[src/rtl/core/psga_pkg.sv]
package psga_pkg;

  // Default configuration of the group store and the command queue
  localparam int unsigned FLAG_VALUES_DEF   = 3;
  localparam int unsigned STATUS_VALUES_DEF = 2;
  localparam int unsigned FIFO_DEPTH_DEF    = 4;

  // Known code lists: three return flags, two line statuses
  localparam int unsigned FLAG_CODES_N   = 3;
  localparam int unsigned STATUS_CODES_N = 2;
  localparam logic [7:0] FLAG_CODES   [FLAG_CODES_N]   = '{8'h41, 8'h4E, 8'h52};
  localparam logic [7:0] STATUS_CODES [STATUS_CODES_N] = '{8'h46, 8'h4F};

  // At most three by two groups can ever match
  localparam int unsigned GRP_W = 3;
  localparam int unsigned SUM_W = 63;
  localparam int unsigned DP_W  = 31;
  localparam int unsigned CH_W  = 39;

  localparam logic [15:0]      CUTOFF_RESET = 16'd10471;
  localparam logic [6:0]       PCT          = 7'd100;
  localparam logic [SUM_W-1:0] SUM_MAX      = {SUM_W{1'b1}};

  typedef struct packed {
    logic [7:0]  return_flag;
    logic [7:0]  line_status;
    logic [15:0] ship_day;
    logic [15:0] quantity;
    logic [23:0] extended_price;
    logic [6:0]  discount;
    logic [6:0]  tax;
    logic        last_row;
  } row_t;

  typedef struct packed {
    logic [7:0]       group_flag;
    logic [7:0]       group_status;
    logic [SUM_W-1:0] total_quantity;
    logic [SUM_W-1:0] total_price;
    logic [SUM_W-1:0] total_discounted;
    logic [SUM_W-1:0] total_charge;
    logic [SUM_W-1:0] total_discount;
    logic [SUM_W-1:0] row_count;
    logic             final_group;
  } result_t;

  // Classified row handed from the front to the back
  typedef struct packed {
    logic             counted;
    logic             last;
    logic [GRP_W-1:0] grp;
    logic [15:0]      quantity;
    logic [23:0]      price;
    logic [DP_W-1:0]  discounted;
    logic [6:0]       discount;
    logic [6:0]       tax;
  } cmd_t;

  // One group accumulator
  typedef struct packed {
    logic [SUM_W-1:0] quantity;
    logic [SUM_W-1:0] price;
    logic [SUM_W-1:0] discounted;
    logic [SUM_W-1:0] charge;
    logic [SUM_W-1:0] discount;
    logic [SUM_W-1:0] count;
  } acc_t;

  // Saturating add; the stored sum never exceeds the top of its range
  function automatic logic [SUM_W-1:0] sat_add(logic [SUM_W-1:0] a, logic [SUM_W-1:0] b);
    logic [SUM_W:0] sum;
    sum = {1'b0, a} + {1'b0, b};
    return (sum >= {1'b0, SUM_MAX}) ? SUM_MAX : sum[SUM_W-1:0];
  endfunction

endpackage

[src/rtl/core/psga_front.sv]
module psga_front #(
  parameter int unsigned FLAG_VALUES   = psga_pkg::FLAG_VALUES_DEF,
  parameter int unsigned STATUS_VALUES = psga_pkg::STATUS_VALUES_DEF
) (
  input  logic            clk_i,
  input  logic            rst_ni,
  input  psga_pkg::row_t  row_i,
  input  logic            push_i,
  input  logic            full_i,
  input  logic            cfg_we_i,
  input  logic [15:0]     cfg_wdata_i,
  output psga_pkg::cmd_t  cmd_o,
  output logic            cmd_push_o
);
  import psga_pkg::*;

  localparam int unsigned FLAG_USED =
    (FLAG_VALUES < FLAG_CODES_N) ? FLAG_VALUES : FLAG_CODES_N;
  localparam int unsigned STAT_USED =
    (STATUS_VALUES < STATUS_CODES_N) ? STATUS_VALUES : STATUS_CODES_N;

  logic [15:0] cutoff_q;
  logic [1:0]  fi;
  logic        si;
  logic        fhit;
  logic        shit;
  logic [6:0]  disc_c;

  // Hold the cutoff register
  always_ff @(posedge clk_i or negedge rst_ni) begin
    if (!rst_ni) begin
      cutoff_q <= CUTOFF_RESET;
    end else if (cfg_we_i) begin
      cutoff_q <= cfg_wdata_i;
    end
  end

  // Look up the flag and status codes
  always_comb begin
    fi   = '0;
    si   = 1'b0;
    fhit = 1'b0;
    shit = 1'b0;
    for (int i = 0; i < FLAG_CODES_N; i++) begin
      if (i < FLAG_USED && row_i.return_flag == FLAG_CODES[i]) begin
        fi   = 2'(i);
        fhit = 1'b1;
      end
    end
    for (int j = 0; j < STATUS_CODES_N; j++) begin
      if (j < STAT_USED && row_i.line_status == STATUS_CODES[j]) begin
        si   = 1'(j);
        shit = 1'b1;
      end
    end
  end

  // Clamp the discount and form the discounted price
  assign disc_c = (row_i.discount > PCT) ? PCT : row_i.discount;

  always_comb begin
    cmd_o.counted    = fhit && shit && (row_i.ship_day <= cutoff_q);
    cmd_o.last       = row_i.last_row;
    cmd_o.grp        = GRP_W'(fi) * GRP_W'(STAT_USED) + GRP_W'(si);
    cmd_o.quantity   = row_i.quantity;
    cmd_o.price      = row_i.extended_price;
    cmd_o.discounted = {7'b0, row_i.extended_price} * {24'b0, PCT - disc_c};
    cmd_o.discount   = disc_c;
    cmd_o.tax        = row_i.tax;
  end

  // Queue only rows that count or that close the report
  assign cmd_push_o = push_i && !full_i && (cmd_o.counted || cmd_o.last);

endmodule

[config.mk]
export PLATFORM = sky130hd
export DESIGN_NAME = psga_front
export DESIGN_NICKNAME = d
export VERILOG_FILES = /design/src/rtl/core/psga_pkg.sv /design/src/rtl/core/psga_front.sv
export SDC_FILE = /design/constraint.sdc
export NUM_CORES = 1
export LEC_CHECK = 0
export BUFFER_PORTS_ARGS = -buffer_cell sky130_fd_sc_hd__buf_2
export CAP_MARGIN = 20
export CORE_MARGIN = 3
export CORE_UTILIZATION = 30
export DETAILED_ROUTE_END_ITERATION = 8
export GPL_TIMING_DRIVEN = 1
export SETUP_SLACK_MARGIN = 0.1
export SLEW_MARGIN = 25
export SYNTH_ARGS = -nofsm -noshare
export SYNTH_HDL_FRONTEND = slang
export SYNTH_SLANG_ARGS = --single-unit
[constraint.sdc]
create_clock -name clk_i -period 12 [get_ports clk_i]
set_clock_uncertainty 0.05 [all_clocks]
set_input_delay 2.4 -clock clk_i [delete_from_list [all_inputs] [get_ports clk_i]]
set_output_delay 2.4 -clock clk_i [all_outputs]
set_load 0.005 [all_outputs]
==> metrics.md <==
| Metric | Value |
|---|---|
| Rel. slew slack | `0.4528` |
| Total of fill cells in the finished design | `2453` |
| Synth cell types | `55` |
| Outcome | `finished clean` |
| ANT cells | `0` |
| Crit Path Max Fanout | `24` |
| Psw | `1.131 mW` |
| Synth area leaders | `fa_1 31%, ha_1 12%, and2_1 8.7%, inv_1 7.2%, nand2_1 5.4%` |
| Max-cap check violation count | `0` |
| Clk pwr share | `0.036` |
| Worst setup SP type | `primary input` |
| Die height | `159.4 µm` |
| Largest net degree at the start of global routing | `32` |
| Post-synth top area share | `0.3090` |
| Initial Util | `0.3082` |
| Switching share of total power | `0.5691` |
| Setup TNS | `0 ps` |
| Combinational Power Share | `0.933` |
| Area of the core | `22920 µm²` |
| FF+latch count, synth | `16` |
| PostCTS Resize Cnt | `0` |
| Pre-Repair DR Iteration Count | `4` |
| Number of synthesized flops with an enable pin | `0` |
| Internal power | `0.8567 mW` |
| Hpwl dp | `14.76 mm` |
| Vias in the first global route | `5833` |
| Detailed-route via count | `5827` |
| Leakage | `4.086 nW` |
| Ys async rst share | `1.000` |
| Cell accounting for the most synthesized area | `fa_1` |
| Worst VDD drop | `257.0 µV` |
| Max clock buf depth | `2` |
| Kind of critical path | `in2out` |
| Via density | `4.639` |
| Final net count | `1227` |
| CTS Hold Bufs | `0` |
| Wire length per cell | `14.06 µm` |
| Area growth, synth to finish | `11.06%` |
| H-Tree Level Count | `1` |
| Seq pwr share | `0.031` |
| Initial antenna violation count | `0` |
| Commonest non-fill, non-tap cell in the layout | `buf_2` |
| Critical Path AT | `8810 ps` |
| Synth Net Count | `1140` |
| Sequential fraction of the synthesis area | `0.05811` |
| Hold Slack | `452.9 ps` |
| Std cell rows | `55` |
| FMAX | `88.77 MHz` |
| CTS tree | `built` |
| Most flops, register | `cutoff_q` |
| Post-CTS Setup Bufs | `0` |
| Drt initial violations | `268` |
| Final total power | `1.988 mW` |
| Syn Inst Count | `857` |
| Crit. End Element | `primary output` |
| CTS Buf Count | `3` |
| Most frequent cells in the layout | `152 x buf_2, 135 x inv_1, 109 x fa_1, 102 x nand2_1, 98 x and2_1` |
| First-pass GRT wire length | `29.38 mm` |
| Clock root cell | `clkbuf_16` |
| IO buf count | `152` |
| Die X | `159.4 µm` |
| PD cells | `253.5 nW/µm²` |
| Period utilization | `0.9387` |
| Routability congestion estimate | `0.8650` |
| Top Registers | `cutoff_q (16)` |
| DP Area | `7754 µm²` |
| Share of cells above drive strength 1 | `0.1888` |
| Antenna Violating Nets Remaining | `0` |
| Slew at the pin with the worst max-slew slack | `820.8 ps` |
| Clock Sinks | `16` |
| Avg Inst Size Synth | `8.240 µm²` |
| Total wire length | `17.66 mm` |
| Final-report hold violation count | `0` |
| Clk_lat worst skew | `240 ps` |
| GRT overflow | `0` |
| # setup viols final | `0` |
| Io pins | `199` |
| Final min period | `11260 ps` |
| Total track usage | `0.1372` |
| Drt drc | `0` |
| Required @ worst endpoint | `9550 ps` |
| Most used DFF post-synth | `dfstp_2` |
| Die area | `25420 µm²` |
| Reg clk slew, reported paths | `50 ps` |
| Final instance area | `7843 µm²` |
| Ys Warns | `0` |
| Final Max Slew Viols | `0` |
| Largest register FFs | `16` |
| RSZ-0062 raised after global routing | `no` |
| Post-Syn Area | `7062 µm²` |
| Hold Path Class | `reg2reg` |
[area by class of cell]
class / count / area (µm²) / share of cell area
Tap cell: 313 / 391.6 / 0.04994
Timing Repair Buffer: 158 / 805.8 / 0.1027
Sequential cell: 16 / 410.4 / 0.05233
Clock buffer: 4 / 88.84 / 0.01133
Inverter: 135 / 506.7 / 0.06461
Multi-Input combinational cell: 630 / 5639 / 0.7190
[worst paths after layout]
kind	startpoint	end	slack [ps]	depth (start not counted)
max	row_i[11]	cmd_o[44]	740	23
min	cutoff_q[1]$_DFFE_PN1P_	cutoff_q[1]$_DFFE_PN1P_	450	2
max reg2reg	cutoff_q[11]$_DFFE_PN1P_	cutoff_q[11]$_DFFE_PN1P_	11140	2
min reg2reg	cutoff_q[1]$_DFFE_PN1P_	cutoff_q[1]$_DFFE_PN1P_	450	2
max in group asynchronous	rst_ni	cutoff_q[6]$_DFFE_PN1P_	9560	1
min in group asynchronous	rst_ni	cutoff_q[3]$_DFFE_PN0P_	2020	1
[cells in the mapped netlist (all sizes together) (2+ instances only)]
library cell / number
or2: 2
xnor2: 15
xor2: 13
nor2: 23
a221oi: 3
dfstp: 8
and2: 99
o21ai: 38
o21bai: 5
nand2b: 13
fa: 109
nor2b: 21
ha: 66
a211oi: 5
a21o: 11
o21a: 8
or4: 2
nand3: 9
or3b: 2
nand2: 102
a31oi: 6
a21oi: 40
dfrtp: 8
o31ai: 2
and4: 2
clkbuf: 20
buf: 56
nand4: 5
a21boi: 2
nor3: 3
and3: 3
o211ai: 4
inv: 135
a2111oi: 3
nor4b: 2
[power by group through the flow]
stage | registers [mW] | clock network [mW] | logic, mW
detailed placement | 0.0630 | 0 | 1.86
global route | 0.0626 | 0.0777 | 2.09
global placement | 0.0627 | 0 | 1.85
finish | 0.0621 | 0.0717 | 1.85
CTS | 0.0622 | 0.0738 | 1.87
floorplan | 0.0624 | 0 | 1.28
[critical path: stages]
cell and delay [ps]:
buf_2 130, nor2_1 220, a21oi_1 150, nand2b_1 190, ha_1 250, or3b_1 380, a21oi_1 160, buf_4 280
and2_1 210, fa_1 420, fa_1 530, fa_1 560, inv_1 60, fa_1 540, inv_1 40, ha_1 390
a21oi_1 320, o211ai_1 160, a211oi_1 510, o21ai_1 260, a2111oi_0 420, nor3_1 90, buf_2 140
[through the flow]
stage	utilization	setup WS (ps)	instances
after floorplan	-	1053	857
after detailed placement	0.3384	873.4	1252
final	0.3422	735.5	1256
after global placement	0.3384	941.5	1252
after CTS	0.3422	843.3	1256
after global routing	0.3422	346.6	1256
[cells by family after synthesis]
group,after synthesis,synth area share
AND/OR/NAND/NOR,293,0.2167
buffers and inverters,211,0.1433
adder cells (fa/ha/maj),175,0.4259
AO/OA/AOI/OAI,132,0.1182
XOR/XNOR,28,0.03473
flip-flops,16,0.05811
multiplexers,2,0.003012
[per-layer routing]
metal	part of all wire	routed length, µm	global-route usage
met1	0.46	8078	0.1929
met2	0.49	8602	0.2354
met3	0.046	805	0.01327
met4	0.0096	170	0.01751
met5	0	0	0
No activity file was read; power rests on OpenSTA's default activity.
