===== src/rtl/core/psga_pkg.sv =====
package psga_pkg;

  // Default configuration of the group store and the command queue
  localparam int unsigned FLAG_VALUES_DEF   = 3;
  localparam int unsigned STATUS_VALUES_DEF = 2;
  localparam int unsigned FIFO_DEPTH_DEF    = 4;

  // Known code lists: three return flags, two line statuses
  localparam int unsigned FLAG_CODES_N   = 3;
  localparam int unsigned STATUS_CODES_N = 2;
  localparam logic [7:0] FLAG_CODES   [FLAG_CODES_N]   = '{8'h41, 8'h4E, 8'h52};
  localparam logic [7:0] STATUS_CODES [STATUS_CODES_N] = '{8'h46, 8'h4F};

  // At most three by two groups can ever match
  localparam int unsigned GRP_W = 3;
  localparam int unsigned SUM_W = 63;
  localparam int unsigned DP_W  = 31;
  localparam int unsigned CH_W  = 39;

  localparam logic [15:0]      CUTOFF_RESET = 16'd10471;
  localparam logic [6:0]       PCT          = 7'd100;
  localparam logic [SUM_W-1:0] SUM_MAX      = {SUM_W{1'b1}};

  typedef struct packed {
    logic [7:0]  return_flag;
    logic [7:0]  line_status;
    logic [15:0] ship_day;
    logic [15:0] quantity;
    logic [23:0] extended_price;
    logic [6:0]  discount;
    logic [6:0]  tax;
    logic        last_row;
  } row_t;

  typedef struct packed {
    logic [7:0]       group_flag;
    logic [7:0]       group_status;
    logic [SUM_W-1:0] total_quantity;
    logic [SUM_W-1:0] total_price;
    logic [SUM_W-1:0] total_discounted;
    logic [SUM_W-1:0] total_charge;
    logic [SUM_W-1:0] total_discount;
    logic [SUM_W-1:0] row_count;
    logic             final_group;
  } result_t;

  // Classified row handed from the front to the back
  typedef struct packed {
    logic             counted;
    logic             last;
    logic [GRP_W-1:0] grp;
    logic [15:0]      quantity;
    logic [23:0]      price;
    logic [DP_W-1:0]  discounted;
    logic [6:0]       discount;
    logic [6:0]       tax;
  } cmd_t;

  // One group accumulator
  typedef struct packed {
    logic [SUM_W-1:0] quantity;
    logic [SUM_W-1:0] price;
    logic [SUM_W-1:0] discounted;
    logic [SUM_W-1:0] charge;
    logic [SUM_W-1:0] discount;
    logic [SUM_W-1:0] count;
  } acc_t;

  // Saturating add; the stored sum never exceeds the top of its range
  function automatic logic [SUM_W-1:0] sat_add(logic [SUM_W-1:0] a, logic [SUM_W-1:0] b);
    logic [SUM_W:0] sum;
    sum = {1'b0, a} + {1'b0, b};
    return (sum >= {1'b0, SUM_MAX}) ? SUM_MAX : sum[SUM_W-1:0];
  endfunction

endpackage


===== src/rtl/core/psga_fifo.sv =====
module psga_fifo #(
  parameter int unsigned DEPTH = psga_pkg::FIFO_DEPTH_DEF
) (
  input  logic            clk_i,
  input  logic            rst_ni,
  input  logic            push_i,
  input  psga_pkg::cmd_t  data_i,
  output logic            full_o,
  input  logic            pop_i,
  output psga_pkg::cmd_t  data_o,
  output logic            empty_o
);
  import psga_pkg::*;

  localparam int unsigned PTR_W = (DEPTH > 1) ? $clog2(DEPTH) : 1;

  cmd_t             mem_q [DEPTH];
  logic [PTR_W-1:0] wr_q, wr_d;
  logic [PTR_W-1:0] rd_q, rd_d;
  logic [PTR_W:0]   cnt_q, cnt_d;
  logic             do_push;
  logic             do_pop;

  assign full_o  = (cnt_q == (PTR_W+1)'(DEPTH));
  assign empty_o = (cnt_q == '0);
  assign do_push = push_i && !full_o;
  assign do_pop  = pop_i && !empty_o;
  assign data_o  = mem_q[rd_q];

  // Advance the pointers with wrap at the depth
  always_comb begin
    wr_d  = wr_q;
    rd_d  = rd_q;
    cnt_d = cnt_q;
    if (do_push) begin
      wr_d = (wr_q == PTR_W'(DEPTH - 1)) ? '0 : wr_q + 1'b1;
    end
    if (do_pop) begin
      rd_d = (rd_q == PTR_W'(DEPTH - 1)) ? '0 : rd_q + 1'b1;
    end
    if (do_push && !do_pop) begin
      cnt_d = cnt_q + 1'b1;
    end else if (!do_push && do_pop) begin
      cnt_d = cnt_q - 1'b1;
    end
  end

  always_ff @(posedge clk_i or negedge rst_ni) begin
    if (!rst_ni) begin
      wr_q  <= '0;
      rd_q  <= '0;
      cnt_q <= '0;
    end else begin
      wr_q  <= wr_d;
      rd_q  <= rd_d;
      cnt_q <= cnt_d;
    end
  end

  // Store the pushed entry
  always_ff @(posedge clk_i) begin
    if (do_push) begin
      mem_q[wr_q] <= data_i;
    end
  end

endmodule


===== config.mk =====
export PLATFORM = sky130hd
export DESIGN_NAME = psga_fifo
export DESIGN_NICKNAME = d
export VERILOG_FILES = /design/src/rtl/core/psga_pkg.sv /design/src/rtl/core/psga_fifo.sv
export SDC_FILE = /design/constraint.sdc
export NUM_CORES = 1
export LEC_CHECK = 0
export ABC_AREA = 1
export BUFFER_PORTS_ARGS = -buffer_cell sky130_fd_sc_hd__buf_2
export CAP_MARGIN = 25
export CORE_MARGIN = 3
export CORE_UTILIZATION = 33
export CTS_CLUSTER_DIAMETER = 30
export DETAILED_ROUTE_END_ITERATION = 10
export PLACE_DENSITY_LB_ADDON = 0.3
export SYNTH_ARGS = -nofsm -noshare
export SYNTH_HDL_FRONTEND = slang
export SYNTH_SLANG_ARGS = --single-unit

===== constraint.sdc =====
create_clock -name clk_i -period 13 [get_ports clk_i]
set_clock_uncertainty 0.05 [all_clocks]
set_input_delay 2.6 -clock clk_i [delete_from_list [all_inputs] [get_ports clk_i]]
set_output_delay 2.6 -clock clk_i [all_outputs]
set_load 0.05 [all_outputs]

==> results.md, run 1 <==
* Crit share post-route at 47.6%
* Htree depth at 3
* GRT Overall Usage at 13.2%
* Routed WL at ~31 mm
* Syn avg cell area at approximately 13 sq um
* Fin. Hold Viols at 0
* Startpoint types: register
* Pre-CTS setup slack at 7.09 ns
* Worst vdd rail ir drop at 170 uV
* PwrDens at 293 nW/um^2
* Final setup violation count at 0
* CTS Buf Count at 80
* Starting density of the core at approximately a third
* GP Congestion at 0.694
* Yosys warnings at 0
* Overall Power at 5530 uW
* Most common cell after layout, fill and taps aside: edfxtp_1
* Non-filler cells, final at about 2000
* P&R area growth vs syn at 28.5%
* Class of the tightest hold or removal check: register to register
* Setup bufs post-CTS at 0
* Number of max-cap violations at 0
* Grt total ovfl at 0
* Crit path max fanout at 100
* Unrepaired setup endpoints after global routing: no
* Clock buffer depth at 3
* Clk_lat worst skew at a little under 0.6 ns
* Syn Std Cell Area at 14700 sq um
* Port Buffers at 185
* Clk sink count at 367
* Post-route setup TNS at 0 ns
* Post-synthesis sequential area ratio at 74.7%
* Peak Freq at 162 MHz
* Initial DRC count at 530
* CP Buf/Inv Count at 4
* Slowest cell on crit path: dfrtp_4
* Via count at between 8000 and 9000
* Clock transition at path regs at 0.05 ns
* Final ANT Viol Nets at 0
* Worst slew pin tran at a little under 1 ns
* Detailed placer's ending HPWL at 17.3 mm
* Syn Nets at between 1000 and 1500
* I/O pin cnt at 186
* Drt drc at 0
* CP max stage delay at 0.88 ns
* Vias per std cell at 4.47
* Root buf cell: clkbuf_16
* Commonest non-fill, non-tap cells in the layout: 360 x edfxtp_1, 285 x nand2_1, 193 x inv_1, 185 x buf_2, 180 x o211ai_1
* Share of cells above drive strength 1 at 23.8%
* DIE HEIGHT at 217 um
* Dpl cells at ~1800
* Critical path's top delay family: buffers and inverters
* Crit path DAT at approximately 3.5 ns
* Final min period at 6.19 ns
* Worst Path Required at 10.35 ns
* Core Region at between 40000 and 50000 sq um
* Leak Pwr at 0.00753 uW
* Critical Path Most Common Cell: buf_4
* Crit Path Class: register to output pin
* Post-layout net count at ~1400
* Largest net degree at the start of global routing at 117
* Yosys cell types at 17
* Cell chain of the critical path: buf_4 -> buf_4 -> buf_16 -> o211ai_1 -> nand2_1 -> buf_2
* Flops & latches, synth at 367
* Slew headroom at a little over a third
* Setup crit end kind: output pin
* Global-route wire length before repair at 48.6 mm
* TritonRoute pass-1 iters at 6
* Antenna violations before repair at 7
* Placement row count at 76
* Status: completed
* CTS tree: yes
* Wire per inst at 15.6 um
* Final Slew Violations at 0
* Vias in the first global route at around 8900
* Syn Inst Count at 1110
* Setup WS post-layout at 6.81 ns
* Resize count post-CTS at 0
* Die area at around 47000 sq um
* Overall die width at 217 um
* CTS Hold Bufs at 0
==> per-layer routing <==
| layer | vias to the layer above | part of all wire, % | GRT usage [%] | wire, um |
|---|---|---|---|---|
| met3 | 65 | 6.4 | 4.73 | 1980 |
| met4 | 8 | 2.3 | 5.54 | 714 |
| met2 | 217 | 47 | 21.1 | 14700 |
| li1 | 4350 | - | - | - |
| met5 | - | 0.18 | 0 | 57 |
| met1 | 4235 | 44 | 16.3 | 13500 |
==> cell families after synthesis <==
family,count (synthesis),synth area share [%]
buf+inv,255,7.61
compound gates,181,9.23
flops,367,74.7
simple gates,299,7.71
xor+xnor,1,0.0596
fa+ha+maj,7,0.647
==> state kept, by name, indices dropped and copies added (netlist names) <==
signal and flops:
wr_q 2, rd_q 2, mem_q 360, cnt_q 3
==> where the power goes <==
part           total (uW)  switching (uW)  internal [uW]
registers            1670             108           1560
logic                1850            1450            406
clock network        2010             618           1390
total                5530            2180           3360
==> through the flow <==
step	hold WS, ns	area (sq um)	utilization (%)
after floorplan	0.413	14700	-
after global placement	0.432	16100	37.0
after detailed placement	0.443	16100	37.0
after CTS	0.453	18800	43.3
after global routing	0.482	18900	43.3
final	0.451	18900	43.4
==> path summary, 6_finish.rpt <==
path	depth (start not counted)	endpoint	start	slack (ns)
setup / recovery	6	data_o[25]	rd_q[0]	6.81
hold / removal	2	cnt_q[2]	cnt_q[2]	0.45
setup reg to reg	5	mem_q[1][88]	cnt_q[0]	10.75
hold reg to reg	2	cnt_q[2]	cnt_q[2]	0.45
max in group asynchronous	1	rd_q[0]	rst_ni	10.94
min in group asynchronous	1	rd_q[1]	rst_ni	1.78
==> worst reg2reg max path, cell delays in order, from the launching register on <==
cell and delay (ns):
dfrtp_1 0.42, inv_2 0.05, nand3_1 0.15, nand2_1 0.31, nor2_4 0.18, buf_4 0.62
==> cell type report <==
type,instances,area (sq um)
fill,3995,24700
tap,585,732
antenna,5,12.5
inverter,196,737
clock buffer,90,2090
multi-input combinational,488,2620
clock inverter,57,647
timing repair buffer,199,1050
sequential,367,11000
==> synthesized netlist by cell type (all sizes together) <==
cell	n	share of area, %
edfxtp	360	74
nand2	285	7.3
inv	196	5.0
o211ai	180	9.2
buf	51	2.4
clkbuf	8	0.20
dfrtp	7	1.2
nand3	7	0.24
ha	6	0.51
nor2	6	0.15
fa	1	0.14
nand4	1	0.043
o21ai	1	0.034
xnor2	1	0.060
(Power assumes the default switching activity.)
==> inputs of run 2 (changes only) <==
==> constraint.sdc (replaced) <==
create_clock -name clk_i -period 6.2 [get_ports clk_i]
set_clock_uncertainty 0.05 [all_clocks]
set_input_delay 1.24 -clock clk_i [delete_from_list [all_inputs] [get_ports clk_i]]
set_output_delay 1.24 -clock clk_i [all_outputs]
set_load 0.05 [all_outputs]
==> run 2 against run 1 <==
Effect of this change:
- clock power increased by 120%
- critical path type unchanged
- first-iteration DRC count decreased by 6.8%
- clock-buffer cell count decreased by 1
- largest cell class unchanged
- sequential share of layout area decreased by 0.60 points
- largest power group unchanged
==> results.md, run 2 (synthesis gave the netlist of run 1 again) <==
* Resize count post-CTS at 0
* Crit path max fanout at between 40 and 50
* PwrDens at 623 nW/um^2
* CTS Buf Count at 85
* Largest net degree at the start of global routing at 131
* Crit share post-route at 72.4%
* Clk sink count at 367
* Slew headroom at 32.3%
* Slowest cell on crit path: clkinv_2
* Antenna violations before repair at 8
* Root buf cell: clkbuf_16
* CTS Hold Bufs at 0
* Final min period at 4.49 ns
* Reg power frac at 29.0%
* CTS tree: yes
* Vias per std cell at 4.49
* Post-route setup TNS at 0 ns
* Fill count at around 4000
* Clock transition at path regs at 0.04 ns
* Setup bufs post-CTS at 0
* Final Slew Violations at 0
* TritonRoute pass-1 iters at 5
* Peak Freq at roughly 220 MHz
* Worst Path Required at between 4 and 5 ns
* Setup crit end kind: output pin
* P&R area growth vs syn at 29.8%
* Starting density of the core at 33.7%
* Startpoint types: register
* Biggest registers after layout: mem_q: 360 flops, cnt_q: 3 flops
* Register name with the most flops: mem_q
* Commonest non-fill, non-tap cells in the layout: 360 x edfxtp_1, 285 x nand2_1, 193 x inv_1, 185 x buf_2, 180 x o211ai_1
* Net Sw Frac at 39.2%
* Clock buffer depth at 3
* Leak Pwr at 0.00762 uW
* Final setup violation count at 0
* Fin. Hold Viols at 0
* Die area at ~47000 sq um
* Share of cells above drive strength 1 at 24.4%
* Most common cell after layout, fill and taps aside: edfxtp_1
* Via count at approximately 8900
* Global-route wire length before repair at 49.5 mm
* Non-filler cells, final at 1988
* Placement row count at 76
* GRT Overall Usage at 13.6%
* Htree depth at 3
* Met3 WL at 2.15 mm
* Largest register FFs at 360
* Status: completed
* Post-layout net count at 1437
* Dpl cells at ~1800
* Class of the tightest hold or removal check: input port to asynchronous set/reset pin
* Clk pwr share at 37.9%
* Routed WL at 31.6 mm
* Unrepaired setup endpoints after global routing: no
* Flop2flop setup slack at 3.53 ns
* Crit path DAT at 3.20 ns
* Worst vdd rail ir drop at 437 uV
* Worst slew pin tran at 1.02 ns
* Cell count of the worst reg-to-reg path at 5
* Top routing layer in use: met5
* Core Region at 43600 sq um
* GP Congestion at slightly above 0.7
* Combinational fraction of design power at between 30% and 40%
* NetSw at 4660 uW
* Final ANT Viol Nets at 0
* Port Buffers at roughly 190
* Wire per inst at 15.9 um
* Overall die width at around 220 um
* Cell chain of the critical path: clkinv_2 -> buf_4 -> o211ai_1 -> nand2_1 -> buf_2
* Vias in the first global route at 8952
* Drt drc at 0
* WL met2 at 14.8 mm
* Detailed placer's ending HPWL at ~18 mm
* Grt total ovfl at 0
* Number of max-cap violations at 0
* CP max stage delay at approximately 0.76 ns
* DIE HEIGHT at 217 um
* I/O pin cnt at roughly 190
* Initial DRC count at 494
* Clk_lat worst skew at just under 0.6 ns
* Met1 WL at 13.9 mm
* P_int at roughly 7200 uW
* Crit Path Class: register to output pin
## run 2: changes by cell type in the layout (fill, tap and decap cells not counted), sizes merged
cell,delta
inv,+4
diode,-4
clkbuf,-1
bufinv,+2
buf,-1
clkinvlp,+1
## run 2: through the flow
stage / total power [uW] / cell area, sq um / util (%) / worst slack [ns] / hold slack, ns
after floorplan: 6610 / 14700 / - / 0.477 / 0.413
after global placement: 7480 / 16100 / 37.0 / 2.20 / 0.430
after detailed placement: 7520 / 16100 / 37.0 / 2.15 / 0.438
after CTS: 12100 / 19100 / 43.8 / 1.51 / 0.397
after global routing: 12500 / 19100 / 43.8 / 1.39 / 0.409
final: 11900 / 19100 / 43.8 / 1.71 / 0.442
## run 2: worst paths after layout
path,from,endpoint
min in group clk_i,cnt_q[2],cnt_q[2]
worst min-delay path,rst_ni,wr_q[0]
worst max register to register,cnt_q[0],mem_q[3][13]
worst min register to register,cnt_q[2],cnt_q[2]
max in group asynchronous,rst_ni,rd_q[0]
worst max-delay path,rd_q[1],data_o[25]
## run 2: area by class of cell
cell class | count | area, sq um | share of cell area (%)
antenna | 1 | 2.50 | 0.0131
sequential | 367 | 11000 | 57.6
tap | 585 | 732 | 3.84
clock inverter | 64 | 783 | 4.10
inverter | 196 | 737 | 3.86
clock buffer | 89 | 2160 | 11.3
timing repair buffer | 198 | 1050 | 5.49
multi-input combinational | 488 | 2620 | 13.7
## run 2: worst max-delay path: cells and delay by family (launching register included)
family | cells | cell delay, ns
AND/OR/NAND/NOR | 1 | 0.10
flip-flops | 1 | 0.73
buffers and inverters | 3 | 1.58
AO/OA/AOI/OAI | 1 | 0.18
## run 2: power by group through the flow
| stage | logic [uW] | registers, uW | clock network (uW) |
|---|---|---|---|
| detailed placement | 4020 | 3500 | 0 |
| CTS | 4020 | 3460 | 4600 |
| global placement | 4000 | 3490 | 0 |
| global route | 4280 | 3500 | 4730 |
| finish | 3930 | 3450 | 4510 |
| floorplan | 3160 | 3460 | 0 |
## run 2: metal layers
layer,GRT usage [%],up-vias
met4,5.41,14
li1,-,4357
met3,5.01,76
met5,0,-
met2,21.5,230
met1,17.1,4248
